<file path="src/sv/gyro_quaternion_integrator_macros.svh">
// ----------------------------------------------------------------------------
// gyro quaternion integrator assertion macros
// concurrent assertion shorthands, empty when synthesizing
// ----------------------------------------------------------------------------
`ifndef GYRO_QUATERNION_INTEGRATOR_MACROS_SVH
`define GYRO_QUATERNION_INTEGRATOR_MACROS_SVH
`ifndef SYNTHESIS
`define GQI_ASSERT_IMP(lbl, clk, rst, ante, cons) \
  lbl: assert property (@(posedge clk) disable iff (rst) (ante) |-> (cons)) \
    else $error("gqi assertion failed");
`define GQI_ASSERT_NEXT(lbl, clk, rst, ante, cons) \
  lbl: assert property (@(posedge clk) disable iff (rst) (ante) |=> (cons)) \
    else $error("gqi assertion failed");
`else
`define GQI_ASSERT_IMP(lbl, clk, rst, ante, cons)
`define GQI_ASSERT_NEXT(lbl, clk, rst, ante, cons)
`endif
`endif

</file>
<file path="src/sv/gqi_pkg.sv">
// ----------------------------------------------------------------------------
// gqi_pkg
// shared constants, unit status type and small tables for the integrator
// ----------------------------------------------------------------------------
`default_nettype none
package gqi_pkg;

  localparam int WORD_W      = 64;
  localparam int MUL_DIGIT_W = 4;

  localparam logic signed [63:0] ONE_Q30     = 64'sd1073741824;
  localparam logic signed [63:0] NEG_ONE_Q30 = -64'sd1073741824;
  localparam logic [63:0]        HALF_PI_Q40 = 64'd1727108826222;
  localparam logic signed [63:0] VEC_LIMIT   = 64'sd1073741823;
  localparam logic [15:0]        PERIOD_RESET = 16'd164;

  typedef struct packed {
    logic busy;
    logic done;
  } unit_stat_t;

  // taylor divisors, sine series then cosine series
  function automatic logic [7:0] sin_den(input logic [3:0] i);
    logic [7:0] d;
    case (i)
      4'd0: d = 8'd156;
      4'd1: d = 8'd110;
      4'd2: d = 8'd72;
      4'd3: d = 8'd42;
      4'd4: d = 8'd20;
      default: d = 8'd6;
    endcase
    return d;
  endfunction

  function automatic logic [7:0] cos_den(input logic [3:0] i);
    logic [7:0] d;
    case (i)
      4'd0: d = 8'd182;
      4'd1: d = 8'd132;
      4'd2: d = 8'd90;
      4'd3: d = 8'd56;
      4'd4: d = 8'd30;
      4'd5: d = 8'd12;
      default: d = 8'd2;
    endcase
    return d;
  endfunction

  function automatic logic signed [63:0] clamp_one(input logic signed [63:0] v);
    logic signed [63:0] r;
    if (v > ONE_Q30) r = ONE_Q30;
    else if (v < NEG_ONE_Q30) r = NEG_ONE_Q30;
    else r = v;
    return r;
  endfunction

  // sign of term j of hamilton product component k (b index is j xor k)
  function automatic logic hamilton_neg(input logic [1:0] k, input logic [1:0] j);
    logic n;
    case (k)
      2'd0: n = (j != 2'd0);
      2'd1: n = (j == 2'd3);
      2'd2: n = (j == 2'd1);
      default: n = (j == 2'd2);
    endcase
    return n;
  endfunction

endpackage
`default_nettype wire

</file>
<file path="src/sv/gqi_mul.sv">
// ----------------------------------------------------------------------------
// gqi_mul
// digit-serial multiplier, one 4-bit digit of b per cycle, low 64 bits
// ----------------------------------------------------------------------------
`default_nettype none
module gqi_mul (
  input  logic              clk,
  input  logic              rst,
  input  logic              start,
  input  logic [63:0]       a,
  input  logic [63:0]       b,
  output logic [63:0]       prod,
  output gqi_pkg::unit_stat_t stat
);
  localparam int STEPS = gqi_pkg::WORD_W / gqi_pkg::MUL_DIGIT_W;
  localparam int CNT_W = $clog2(STEPS);

  logic [63:0]      acc;
  logic [63:0]      a_sh;
  logic [63:0]      b_sh;
  logic [63:0]      pp;
  logic [CNT_W-1:0] cnt;
  logic             busy;
  logic             done;

  assign pp = a_sh * {{(gqi_pkg::WORD_W-gqi_pkg::MUL_DIGIT_W){1'b0}},
                      b_sh[gqi_pkg::MUL_DIGIT_W-1:0]};

  always_ff @(posedge clk) begin
    if (rst) begin
      busy <= 1'b0;
      done <= 1'b0;
      cnt  <= '0;
    end else begin
      done <= 1'b0;
      if (start) begin
        acc  <= '0;
        a_sh <= a;
        b_sh <= b;
        cnt  <= '0;
        busy <= 1'b1;
      end else if (busy) begin
        acc  <= acc + pp;
        a_sh <= a_sh << gqi_pkg::MUL_DIGIT_W;
        b_sh <= b_sh >> gqi_pkg::MUL_DIGIT_W;
        cnt  <= cnt + 1'b1;
        if (cnt == CNT_W'(STEPS-1)) begin
          busy <= 1'b0;
          done <= 1'b1;
        end
      end
    end
  end

  assign prod      = acc;
  assign stat.busy = busy;
  assign stat.done = done;
endmodule
`default_nettype wire

</file>
<file path="src/sv/gqi_div.sv">
// ----------------------------------------------------------------------------
// gqi_div
// bit-serial restoring divider, unsigned 64 by 64, one quotient bit a cycle
// ----------------------------------------------------------------------------
`default_nettype none
module gqi_div (
  input  logic              clk,
  input  logic              rst,
  input  logic              start,
  input  logic [63:0]       num,
  input  logic [63:0]       den,
  output logic [63:0]       quo,
  output logic [63:0]       rem,
  output gqi_pkg::unit_stat_t stat
);
  localparam int STEPS = gqi_pkg::WORD_W;
  localparam int CNT_W = $clog2(STEPS);

  logic [63:0]      num_sh;
  logic [63:0]      den_r;
  logic [64:0]      r_try;
  logic [64:0]      diff;
  logic [CNT_W-1:0] cnt;
  logic             busy;
  logic             done;

  assign r_try = {rem, num_sh[63]};
  assign diff  = r_try - {1'b0, den_r};

  always_ff @(posedge clk) begin
    if (rst) begin
      busy <= 1'b0;
      done <= 1'b0;
      cnt  <= '0;
    end else begin
      done <= 1'b0;
      if (start) begin
        num_sh <= num;
        den_r  <= den;
        rem    <= '0;
        quo    <= '0;
        cnt    <= '0;
        busy   <= 1'b1;
      end else if (busy) begin
        num_sh <= num_sh << 1;
        if (!diff[64]) begin
          rem <= diff[63:0];
          quo <= {quo[62:0], 1'b1};
        end else begin
          rem <= r_try[63:0];
          quo <= {quo[62:0], 1'b0};
        end
        cnt <= cnt + 1'b1;
        if (cnt == CNT_W'(STEPS-1)) begin
          busy <= 1'b0;
          done <= 1'b1;
        end
      end
    end
  end

  assign stat.busy = busy;
  assign stat.done = done;
endmodule
`default_nettype wire

</file>
<file path="src/sv/gqi_sqrt.sv">
// ----------------------------------------------------------------------------
// gqi_sqrt
// digit-by-digit integer square root, two radicand bits per cycle
// ----------------------------------------------------------------------------
`default_nettype none
module gqi_sqrt (
  input  logic              clk,
  input  logic              rst,
  input  logic              start,
  input  logic [63:0]       radicand,
  output logic [31:0]       root,
  output gqi_pkg::unit_stat_t stat
);
  localparam int STEPS = gqi_pkg::WORD_W / 2;
  localparam int CNT_W = $clog2(STEPS);

  logic [63:0]      xs;
  logic [34:0]      rem;
  logic [34:0]      r2;
  logic [34:0]      trial;
  logic [35:0]      diff;
  logic [CNT_W-1:0] cnt;
  logic             busy;
  logic             done;

  assign r2    = {rem[32:0], xs[63:62]};
  assign trial = {1'b0, root, 2'b01};
  assign diff  = {1'b0, r2} - {1'b0, trial};

  always_ff @(posedge clk) begin
    if (rst) begin
      busy <= 1'b0;
      done <= 1'b0;
      cnt  <= '0;
    end else begin
      done <= 1'b0;
      if (start) begin
        xs   <= radicand;
        rem  <= '0;
        root <= '0;
        cnt  <= '0;
        busy <= 1'b1;
      end else if (busy) begin
        xs <= xs << 2;
        if (!diff[35]) begin
          rem  <= diff[34:0];
          root <= {root[30:0], 1'b1};
        end else begin
          rem  <= r2;
          root <= {root[30:0], 1'b0};
        end
        cnt <= cnt + 1'b1;
        if (cnt == CNT_W'(STEPS-1)) begin
          busy <= 1'b0;
          done <= 1'b1;
        end
      end
    end
  end

  assign stat.busy = busy;
  assign stat.done = done;
endmodule
`default_nettype wire

</file>
<file path="src/sv/gyro_quaternion_integrator.sv">
// ----------------------------------------------------------------------------
// gyro_quaternion_integrator
// gyro rate integration into an attitude quaternion by the exponential map
// ----------------------------------------------------------------------------
// each accepted request carries one three-axis rate sample (Q.11 rad/s) and
// returns the attitude quaternion after the update plus a rotated flag. the
// rotation vector is rate times sample_period; when it is zero the attitude
// is kept and rotated is low. otherwise the half angle is found by square
// root, sine and cosine come from taylor series, the stored quaternion is
// right-multiplied by the rotation quaternion and then renormalized. the block
// works on one sample at a time: a rotating sample makes 44 passes through
// the radix-16 multiplier, 21 passes through the bit-serial divider and two
// square roots, while a zero rotation uses only the multiplier.
// a new request is taken while the previous result still waits on the output.
// sample_period is to be written on the cfg channel only while the block is
// idle; the block itself does not enforce this.
// ----------------------------------------------------------------------------
`default_nettype none
`include "gyro_quaternion_integrator_macros.svh"
module gyro_quaternion_integrator #(
  parameter int QUAT_WIDTH = 32,
  parameter int RATE_WIDTH = 18
) (
  input  logic        clk,
  input  logic        rst,
  // input request
  input  logic        s_tvalid,
  output logic        s_tready,
  input  logic [((3*RATE_WIDTH+7)/8)*8-1:0] s_tdata,  // rate_x, rate_y, rate_z
  // result
  output logic        m_tvalid,
  input  logic        m_tready,
  output logic [127:0] m_tdata,  // quat_w, quat_x, quat_y, quat_z
  output logic [0:0]   m_tuser,  // rotated
  // sample_period register
  input  logic        cfg_valid,
  output logic        cfg_ready,
  input  logic [15:0] cfg_data
);
  localparam int QFRAC = QUAT_WIDTH - 2;
  localparam int SHL   = (QFRAC >= 30) ? QFRAC - 30 : 0;
  localparam int SHR   = (QFRAC < 30) ? 30 - QFRAC : 0;
  localparam logic [QUAT_WIDTH-1:0] Q_ONE = {2'b01, {QFRAC{1'b0}}};
  localparam logic signed [63:0] QMAX = (64'sd1 <<< (QUAT_WIDTH-1)) - 64'sd1;
  localparam logic signed [63:0] QMIN = -(64'sd1 <<< (QUAT_WIDTH-1));
  localparam logic signed [63:0] BIG_LIM = 64'sd2147483648;

  // sequencer states
  localparam logic [4:0] ST_IDLE  = 5'd0;
  localparam logic [4:0] ST_VMUL  = 5'd1;
  localparam logic [4:0] ST_VSQ   = 5'd2;
  localparam logic [4:0] ST_CHK   = 5'd3;
  localparam logic [4:0] ST_NSQRT = 5'd4;
  localparam logic [4:0] ST_QUAD  = 5'd5;
  localparam logic [4:0] ST_X2    = 5'd6;
  localparam logic [4:0] ST_SINM  = 5'd7;
  localparam logic [4:0] ST_SIND  = 5'd8;
  localparam logic [4:0] ST_SINX  = 5'd9;
  localparam logic [4:0] ST_COSM  = 5'd10;
  localparam logic [4:0] ST_COSD  = 5'd11;
  localparam logic [4:0] ST_BMUL  = 5'd12;
  localparam logic [4:0] ST_BDIV  = 5'd13;
  localparam logic [4:0] ST_PMUL  = 5'd14;
  localparam logic [4:0] ST_ESQ   = 5'd15;
  localparam logic [4:0] ST_NCHK  = 5'd16;
  localparam logic [4:0] ST_NORM  = 5'd17;
  localparam logic [4:0] ST_NDIV  = 5'd18;
  localparam logic [4:0] ST_DONE  = 5'd19;

  // move stored format to Q.30 and back with saturation
  function automatic logic signed [63:0] to_q30(input logic [QUAT_WIDTH-1:0] v);
    logic signed [63:0] w;
    w = signed'({{(64-QUAT_WIDTH){v[QUAT_WIDTH-1]}}, v});
    return (w <<< SHR) >>> SHL;
  endfunction

  function automatic logic [QUAT_WIDTH-1:0] from_q30(input logic signed [63:0] v);
    logic signed [63:0] w;
    w = (v <<< SHL) >>> SHR;
    if (w > QMAX) w = QMAX;
    else if (w < QMIN) w = QMIN;
    return w[QUAT_WIDTH-1:0];
  endfunction

  function automatic logic [31:0] out32(input logic [QUAT_WIDTH-1:0] v);
    logic [63:0] w;
    w = {{(64-QUAT_WIDTH){v[QUAT_WIDTH-1]}}, v};
    return w[31:0];
  endfunction

  logic [4:0]  state;
  logic [3:0]  idx;
  logic        issued;
  logic [15:0] period;
  logic        rotated;

  logic signed [RATE_WIDTH-1:0] rx, ry, rz;
  logic signed [31:0] vx, vy, vz;
  logic [63:0]        sq;
  logic [63:0]        nsq;
  logic [31:0]        n;
  logic [31:0]        norm;
  logic [1:0]         quad;
  logic signed [63:0] x, x2, t, tmp, s, sn;
  logic signed [63:0] b [0:3];
  logic signed [63:0] p [0:3];
  logic signed [63:0] e [0:3];
  logic signed [63:0] a [0:3];
  logic [QUAT_WIDTH-1:0] q [0:3];

  // unit ports
  logic        mul_start, div_start, sqrt_start;
  logic [63:0] mul_a, mul_b, mul_prod;
  logic [63:0] div_num, div_den, div_quo, div_rem;
  logic [63:0] sqrt_in;
  logic [31:0] sqrt_root;
  gqi_pkg::unit_stat_t mul_stat, div_stat, sqrt_stat;
  logic        is_mul, is_div, is_sqrt, op_done;
  logic [2:0]  units_busy;

  logic signed [RATE_WIDTH-1:0] rate_sel;
  logic signed [31:0] v_sel;
  logic signed [63:0] prod_s, prod_q30, v_shift;
  logic signed [31:0] v_clamped;
  logic signed [63:0] div_src, div_qs, t_new, c_val;
  logic               big;

  assign s_tready  = (state == ST_IDLE);
  assign cfg_ready = 1'b1;

  assign is_mul  = (state == ST_VMUL) || (state == ST_VSQ) || (state == ST_X2) ||
                   (state == ST_SINM) || (state == ST_SINX) || (state == ST_COSM) ||
                   (state == ST_BMUL) || (state == ST_PMUL) || (state == ST_ESQ);
  assign is_div  = (state == ST_QUAD) || (state == ST_SIND) || (state == ST_COSD) ||
                   (state == ST_BDIV) || (state == ST_NDIV);
  assign is_sqrt = (state == ST_NSQRT) || (state == ST_NORM);

  assign mul_start  = is_mul && !issued;
  assign div_start  = is_div && !issued;
  assign sqrt_start = is_sqrt && !issued;
  assign op_done    = mul_stat.done | div_stat.done | sqrt_stat.done;
  assign units_busy = {mul_stat.busy, div_stat.busy, sqrt_stat.busy};

  // attitude in Q.30 and the normalization inputs
  always_comb begin
    big = 1'b0;
    for (int i = 0; i < 4; i++) begin
      a[i] = to_q30(q[i]);
      if (p[i] >= BIG_LIM || p[i] <= -BIG_LIM) big = 1'b1;
    end
    for (int i = 0; i < 4; i++) begin
      e[i] = big ? (p[i] >>> 3) : p[i];
    end
  end

  assign rate_sel = (idx[1:0] == 2'd0) ? rx : (idx[1:0] == 2'd1) ? ry : rz;
  assign v_sel    = (idx[1:0] == 2'd0) ? vx : (idx[1:0] == 2'd1) ? vy : vz;

  assign prod_s   = signed'(mul_prod);
  assign prod_q30 = prod_s >>> 30;
  assign v_shift  = prod_s >>> 3;
  assign v_clamped = (v_shift > gqi_pkg::VEC_LIMIT) ? 32'sd1073741823 :
                     (v_shift < -gqi_pkg::VEC_LIMIT) ? -32'sd1073741823 :
                     v_shift[31:0];

  // multiplier operands
  always_comb begin
    mul_a = '0;
    mul_b = '0;
    case (state)
      ST_VMUL: begin
        mul_a = {{(64-RATE_WIDTH){rate_sel[RATE_WIDTH-1]}}, rate_sel};
        mul_b = {48'd0, period};
      end
      ST_VSQ: begin
        mul_a = {{32{v_sel[31]}}, v_sel};
        mul_b = {{32{v_sel[31]}}, v_sel};
      end
      ST_X2: begin
        mul_a = x;
        mul_b = x;
      end
      ST_SINM, ST_COSM: begin
        mul_a = x2;
        mul_b = t;
      end
      ST_SINX: begin
        mul_a = x;
        mul_b = t;
      end
      ST_BMUL: begin
        mul_a = sn;
        mul_b = {{32{v_sel[31]}}, v_sel};
      end
      ST_PMUL: begin
        mul_a = a[idx[1:0]];
        mul_b = b[idx[1:0] ^ idx[3:2]];
      end
      ST_ESQ: begin
        mul_a = e[idx[1:0]];
        mul_b = e[idx[1:0]];
      end
      default: begin
        mul_a = '0;
        mul_b = '0;
      end
    endcase
  end

  // divider operands, signed numerator over a positive divisor
  always_comb begin
    div_src = '0;
    div_den = 64'd1;
    case (state)
      ST_QUAD: begin
        div_src = signed'({17'd0, n, 15'd0});
        div_den = gqi_pkg::HALF_PI_Q40;
      end
      ST_SIND: begin
        div_src = tmp;
        div_den = {56'd0, gqi_pkg::sin_den(idx)};
      end
      ST_COSD: begin
        div_src = tmp;
        div_den = {56'd0, gqi_pkg::cos_den(idx)};
      end
      ST_BDIV: begin
        div_src = tmp;
        div_den = {32'd0, n};
      end
      ST_NDIV: begin
        div_src = e[idx[1:0]] <<< 30;
        div_den = {32'd0, norm};
      end
      default: begin
        div_src = '0;
        div_den = 64'd1;
      end
    endcase
  end

  assign div_num = div_src[63] ? 64'(-div_src) : div_src;
  assign div_qs  = div_src[63] ? -signed'(div_quo) : signed'(div_quo);
  assign t_new   = gqi_pkg::ONE_Q30 - div_qs;
  assign c_val   = gqi_pkg::clamp_one(t_new);
  assign sqrt_in = (state == ST_NSQRT) ? sq : nsq;

  gqi_mul u_mul (
    .clk   (clk),
    .rst   (rst),
    .start (mul_start),
    .a     (mul_a),
    .b     (mul_b),
    .prod  (mul_prod),
    .stat  (mul_stat)
  );

  gqi_div u_div (
    .clk   (clk),
    .rst   (rst),
    .start (div_start),
    .num   (div_num),
    .den   (div_den),
    .quo   (div_quo),
    .rem   (div_rem),
    .stat  (div_stat)
  );

  gqi_sqrt u_sqrt (
    .clk      (clk),
    .rst      (rst),
    .start    (sqrt_start),
    .radicand (sqrt_in),
    .root     (sqrt_root),
    .stat     (sqrt_stat)
  );

  // sequencer: each arithmetic step issues one unit operation and writes its result back
  always_ff @(posedge clk) begin
    if (rst) begin
      state    <= ST_IDLE;
      idx      <= '0;
      issued   <= 1'b0;
      period   <= gqi_pkg::PERIOD_RESET;
      rotated  <= 1'b0;
      m_tvalid <= 1'b0;
      q[0]     <= Q_ONE;
      q[1]     <= '0;
      q[2]     <= '0;
      q[3]     <= '0;
    end else begin
      if (cfg_valid && cfg_ready) period <= cfg_data;
      if (mul_start || div_start || sqrt_start) issued <= 1'b1;
      else if (op_done) issued <= 1'b0;
      // the done state refills the output register itself
      if (m_tvalid && m_tready && state != ST_DONE) m_tvalid <= 1'b0;

      case (state)
        ST_IDLE: begin
          if (s_tvalid) begin
            rx  <= s_tdata[RATE_WIDTH-1:0];
            ry  <= s_tdata[2*RATE_WIDTH-1:RATE_WIDTH];
            rz  <= s_tdata[3*RATE_WIDTH-1:2*RATE_WIDTH];
            sq  <= '0;
            nsq <= '0;
            for (int i = 0; i < 4; i++) p[i] <= '0;
            idx   <= '0;
            state <= ST_VMUL;
          end
        end
        ST_VMUL: begin
          if (mul_stat.done) begin
            case (idx[1:0])
              2'd0: vx <= v_clamped;
              2'd1: vy <= v_clamped;
              default: vz <= v_clamped;
            endcase
            if (idx == 4'd2) begin
              idx   <= '0;
              state <= ST_VSQ;
            end else begin
              idx <= idx + 4'd1;
            end
          end
        end
        ST_VSQ: begin
          if (mul_stat.done) begin
            sq <= sq + mul_prod;
            if (idx == 4'd2) begin
              idx   <= '0;
              state <= ST_CHK;
            end else begin
              idx <= idx + 4'd1;
            end
          end
        end
        ST_CHK: begin
          // zero rotation keeps the attitude
          if (sq == 64'd0) begin
            rotated <= 1'b0;
            state   <= ST_DONE;
          end else begin
            state <= ST_NSQRT;
          end
        end
        ST_NSQRT: begin
          if (sqrt_stat.done) begin
            n     <= sqrt_root;
            state <= ST_QUAD;
          end
        end
        ST_QUAD: begin
          // quadrant of the half angle and the Q.30 remainder
          if (div_stat.done) begin
            quad  <= div_quo[1:0];
            x     <= signed'({10'd0, div_rem[63:10]});
            state <= ST_X2;
          end
        end
        ST_X2: begin
          if (mul_stat.done) begin
            x2    <= prod_q30;
            t     <= gqi_pkg::ONE_Q30;
            idx   <= '0;
            state <= ST_SINM;
          end
        end
        ST_SINM: begin
          if (mul_stat.done) begin
            tmp   <= prod_q30;
            state <= ST_SIND;
          end
        end
        ST_SIND: begin
          if (div_stat.done) begin
            t <= t_new;
            if (idx == 4'd5) begin
              idx   <= '0;
              state <= ST_SINX;
            end else begin
              idx   <= idx + 4'd1;
              state <= ST_SINM;
            end
          end
        end
        ST_SINX: begin
          if (mul_stat.done) begin
            s     <= gqi_pkg::clamp_one(prod_q30);
            t     <= gqi_pkg::ONE_Q30;
            state <= ST_COSM;
          end
        end
        ST_COSM: begin
          if (mul_stat.done) begin
            tmp   <= prod_q30;
            state <= ST_COSD;
          end
        end
        ST_COSD: begin
          if (div_stat.done) begin
            t <= t_new;
            if (idx == 4'd6) begin
              // fold the quadrant back into sine and cosine
              case (quad)
                2'd0: begin sn <= s;      b[0] <= c_val;  end
                2'd1: begin sn <= c_val;  b[0] <= -s;     end
                2'd2: begin sn <= -s;     b[0] <= -c_val; end
                default: begin sn <= -c_val; b[0] <= s;   end
              endcase
              idx   <= '0;
              state <= ST_BMUL;
            end else begin
              idx   <= idx + 4'd1;
              state <= ST_COSM;
            end
          end
        end
        ST_BMUL: begin
          if (mul_stat.done) begin
            tmp   <= prod_s;
            state <= ST_BDIV;
          end
        end
        ST_BDIV: begin
          if (div_stat.done) begin
            b[2'(idx[1:0] + 2'd1)] <= div_qs;
            if (idx == 4'd2) begin
              idx   <= '0;
              state <= ST_PMUL;
            end else begin
              idx   <= idx + 4'd1;
              state <= ST_BMUL;
            end
          end
        end
        ST_PMUL: begin
          // hamilton product, one term a cycle group, row by row
          if (mul_stat.done) begin
            if (gqi_pkg::hamilton_neg(idx[3:2], idx[1:0]))
              p[idx[3:2]] <= p[idx[3:2]] - prod_q30;
            else
              p[idx[3:2]] <= p[idx[3:2]] + prod_q30;
            if (idx == 4'd15) begin
              idx   <= '0;
              state <= ST_ESQ;
            end else begin
              idx <= idx + 4'd1;
            end
          end
        end
        ST_ESQ: begin
          if (mul_stat.done) begin
            nsq <= nsq + mul_prod;
            if (idx == 4'd3) begin
              idx   <= '0;
              state <= ST_NCHK;
            end else begin
              idx <= idx + 4'd1;
            end
          end
        end
        ST_NCHK: begin
          rotated <= 1'b1;
          // degenerate product stores an all-zero quaternion
          if (nsq == 64'd0) begin
            for (int i = 0; i < 4; i++) q[i] <= '0;
            state <= ST_DONE;
          end else begin
            state <= ST_NORM;
          end
        end
        ST_NORM: begin
          if (sqrt_stat.done) begin
            norm  <= sqrt_root;
            idx   <= '0;
            state <= ST_NDIV;
          end
        end
        ST_NDIV: begin
          if (div_stat.done) begin
            q[idx[1:0]] <= from_q30(div_qs);
            if (idx == 4'd3) begin
              idx   <= '0;
              state <= ST_DONE;
            end else begin
              idx <= idx + 4'd1;
            end
          end
        end
        ST_DONE: begin
          // hand over once the output register is free
          if (!m_tvalid || m_tready) begin
            m_tvalid <= 1'b1;
            m_tdata  <= {out32(q[3]), out32(q[2]), out32(q[1]), out32(q[0])};
            m_tuser  <= rotated;
            state    <= ST_IDLE;
          end
        end
        default: begin
          state <= ST_IDLE;
        end
      endcase
    end
  end

  // the block is busy right after taking a request
  `GQI_ASSERT_NEXT(a_busy_after_req, clk, rst, s_tvalid && s_tready, !s_tready)
  // the arithmetic units never run at the same time
  `GQI_ASSERT_IMP(a_one_unit, clk, rst, 1'b1, $onehot0(units_busy))
  // a unit only finishes an operation the sequencer is waiting on
  `GQI_ASSERT_IMP(a_done_expected, clk, rst, op_done, issued)
endmodule
`default_nettype wire
</file>
<file path="config.mk">
export PLATFORM = sky130hd
export DESIGN_NAME = gyro_quaternion_integrator
export DESIGN_NICKNAME = d
export VERILOG_FILES = /design/src/sv/gqi_pkg.sv /design/src/sv/gqi_mul.sv /design/src/sv/gqi_div.sv /design/src/sv/gqi_sqrt.sv /design/src/sv/gyro_quaternion_integrator.sv
export VERILOG_INCLUDE_DIRS = /design/src /design/src/sv
export SDC_FILE = /design/constraint.sdc
export NUM_CORES = 2
export LEC_CHECK = 0
export BUFFER_PORTS_ARGS = -buffer_cell sky130_fd_sc_hd__buf_4
export CAP_MARGIN = 25
export CORE_MARGIN = 2
export CORE_UTILIZATION = 40
export CTS_BUF_LIST = sky130_fd_sc_hd__clkbuf_8
export CTS_CLUSTER_SIZE = 20
export DETAILED_ROUTE_END_ITERATION = 6
export SYNTH_ARGS = -nofsm -noshare
export SYNTH_HDL_FRONTEND = slang
export SYNTH_SLANG_ARGS = --single-unit
</file>
<file path="constraint.sdc">
create_clock -name clk -period 16.7 [get_ports clk]
set_input_delay 3.34 -clock clk [delete_from_list [all_inputs] [get_ports clk]]
set_output_delay 3.34 -clock clk [all_outputs]
set_load 0.05 [all_outputs]
</file>
==> results.toml <==
[synth]
synth_edf_count = 1973
ys_ff_latch = 2024
ys_seq_area_share_pct = 51.0
async_reset_ff_share_pct = 0
syn_inst = 10713
syn_area_sq_mm = 0.118
yosys_most_used_dff = "edfxtp_1"
ys_warn_count = 0
synth_nets = 11320
synth_cell_types = 116
syn_area_per_cell_sq_um = 11.0

[cells_and_area]
final_common_cell = "edfxtp_1"
drive_gt1_share_pct = 12.4
fin_nets = 11539
instances_no_fill = 15143
syn_to_final_growth_pct = 11.5
layout_common_cells = "1973 x edfxtp_1, 1211 x nor2_1, 1140 x nand2_1"
post-route-util_pct = 44.8

[clocking]
clk_pin_slew_ps = 60
numCtsBuffers = 361
clk_path_buf_depth = 4
cts_tree = "built"
hold_buffers = 0
htreeDepth = 5
post-cts-setup-buffers = 0
cts_resized = 0
cts_sinks = 2024
cts_root_buf = "clkbuf_8"
insertion_delay_ps = 1040

[die]
die_y_microns = 547
start_util_pct = 40.2
num_rows = 199
core_sq_mm = 0.294
die_x_microns = 547
die-area_sq_mm = 0.300
pin_count = 209

[status]
status = "finished, violations left"
violations = "design-rule violations"

[sta]
worstMarginPinSlew_ps = 1200
max_freq_mhz = 94.1
max-slew-margin-rel_pct = 19.9
fin_worst_skew_ps = 113
fin_crit_sh_pct = 63.6
fin_ws_ps = 6080
timing_max_transition_violations_final = 0
finalHoldViolCount = 0
setup_tns_ps = 0
rsz0062_at_grt = "no"
setup_violations = 0
period_minus_slack_ps = 10620

[routing]
drt_iter0_markers = 12171
routed_via_density = 6.17
firstDrtPassIters = 7
routed_wirelength_microns = 439000
wl_per_cell_microns = 29.0
vias = 93460
drc_errors = 21
ant_nets = 0

[pwr]
p_leak_nw = 48.3
vdd.ir_drop.worst_mv = 0.244
power.density_mw_per_mm2 = 193

[global_route]
antenna_found_initial = 32
grt_max_degree = 192
grt_pass1_wl_microns = 630000
grt_overflow_total = 0
gr-max-usage-layer = "met2"
grtUsageMet1_pct = 37.9
grt_pass1_vias = 89286
grt_usage_pct = 28.5
met2_usage_pct = 44.0
grt_use_met3_pct = 5.94

[setup_path]
cp-start-kind = "primary input"
critPathKind = "primary input to flip-flop"
cp_data_required_time_ps = 17360
arrival_ps = 11280
end_kind = "flip-flop"
crit_path_max_fanout = 38

[min_path]
hold_path_class = "flip-flop to flip-flop"

[place]
numPortBuffers = 205
post-place-ws_ps = 5310
gp_congestion = 0.973
place_hpwl_microns = 315000
place_inst = 14473

[job]
drv_cap = 0
## per-layer routing
metal / wire length [microns] / part of all wire (%) / vias up
met4: 24800 / 5.6 / 12
met1: 174000 / 40 / 46804
met3: 42100 / 9.6 / 972
met2: 198000 / 45 / 5205
li1: - / - / 40467
met5: 82 / 0.019 / -
## sequential cells by signal (all words and copies together), names as in the netlist, 34 cells and up, named ones only
register,cells
b,256
m_tdata,128
nsq,64
p,256
q,128
s,34
sn,64
sq,64
t,64
tmp,64
u_div.num_sh,64
u_div.quo,64
u_div.rem,64
u_mul.a_sh,64
u_mul.b_sh,64
u_mul.prod,64
u_sqrt.xs,64
x,54
x2,34
## final timing paths
| kind | from | end | slack, ps | cells past startpoint |
|---|---|---|---|---|
| setup / recovery | rst | p[1][62] | 6080 | 26 |
| hold / removal | q[1][17] | m_tdata[49] | 430 | 0 |
| setup reg to reg | u_div.quo[0] | b[1][52] | 6510 | 32 |
| hold reg to reg | q[1][17] | m_tdata[49] | 430 | 0 |
## kinds of logic after synthesis
group,after synthesis,synth area share [%]
XOR/XNOR,578,4.29
other,1,0.00318
adder cells (fa/ha/maj),530,6.80
AND/OR/NAND/NOR,3787,15.0
AO/OA/AOI/OAI,2359,13.0
multiplexers,487,6.83
flip-flops,2024,51.0
buffers and inverters,947,3.09
## cells in the mapped netlist (all sizes together), types with 79 or more instances
| master | number | area (sq um) |
|---|---|---|
| a21o | 215 | 1610 |
| a21oi | 553 | 2770 |
| clkbuf | 496 | 1860 |
| a22oi | 174 | 1310 |
| o21a | 79 | 593 |
| inv | 332 | 1250 |
| fa | 186 | 3720 |
| nand4 | 143 | 901 |
| nor4 | 185 | 1270 |
| o21ai | 597 | 2990 |
| edfxtp | 1973 | 59200 |
| a31oi | 105 | 657 |
| nand2 | 1153 | 4330 |
| mux4 | 253 | 5700 |
| mux2i | 212 | 2120 |
| ha | 344 | 4300 |
| and2 | 221 | 1390 |
| buf | 117 | 531 |
| nand3 | 185 | 926 |
| xor2 | 248 | 2180 |
| xnor2 | 330 | 2890 |
| nor3 | 223 | 1150 |
| nor2 | 1233 | 4630 |
## through the flow
step | power [mW] | area (sq um) | hold slack (ps)
final | 25.3 | 132000 | 434
after global routing | 27.0 | 132000 | 442
after CTS | 25.1 | 131000 | 435
after detailed placement | 20.6 | 125000 | 428
after global placement | 20.3 | 124000 | 425
after floorplan | 16.7 | 118000 | 409
## where the power goes
group	switching, mW	internal [mW]	leakage [nW]
Combinational	8.39	5.08	25.9
Sequential	0.602	6.72	18.6
Clock	2.18	2.37	3.88
Total	11.2	14.2	48.3
## area by class of cell
cell class              instances  area, sq um
clock inverters               245         1470
repair buffers                469         3680
inverters                     334         1250
well taps                    3919         4900
flip-flops and latches       2024        60300
fillers                     27465       162000
multi-input cells            7742        54600
diodes                         21         52.6
clock buffers                 389         5350
## critical path, cell delays in order
cell and delay, ps:
buf_4 440, buf_4 450, nand2b_1 380, nor2_1 90, buf_4 220, nand2_1 80, buf_4 360, o31ai_1 170
xnor2_1 160, ha_1 360, a21o_1 220, a2111oi_0 840, nand2_1 100, o21ai_0 600, a41oi_1 390, o21ai_0 390
nand2_1 170, o221ai_1 460, o31ai_1 250, a41o_1 320, a21o_1 230, a311o_1 370, a31o_2 260, a21oi_1 170
xor2_1 280, nor2_1 80
(Power assumes the default switching activity.)
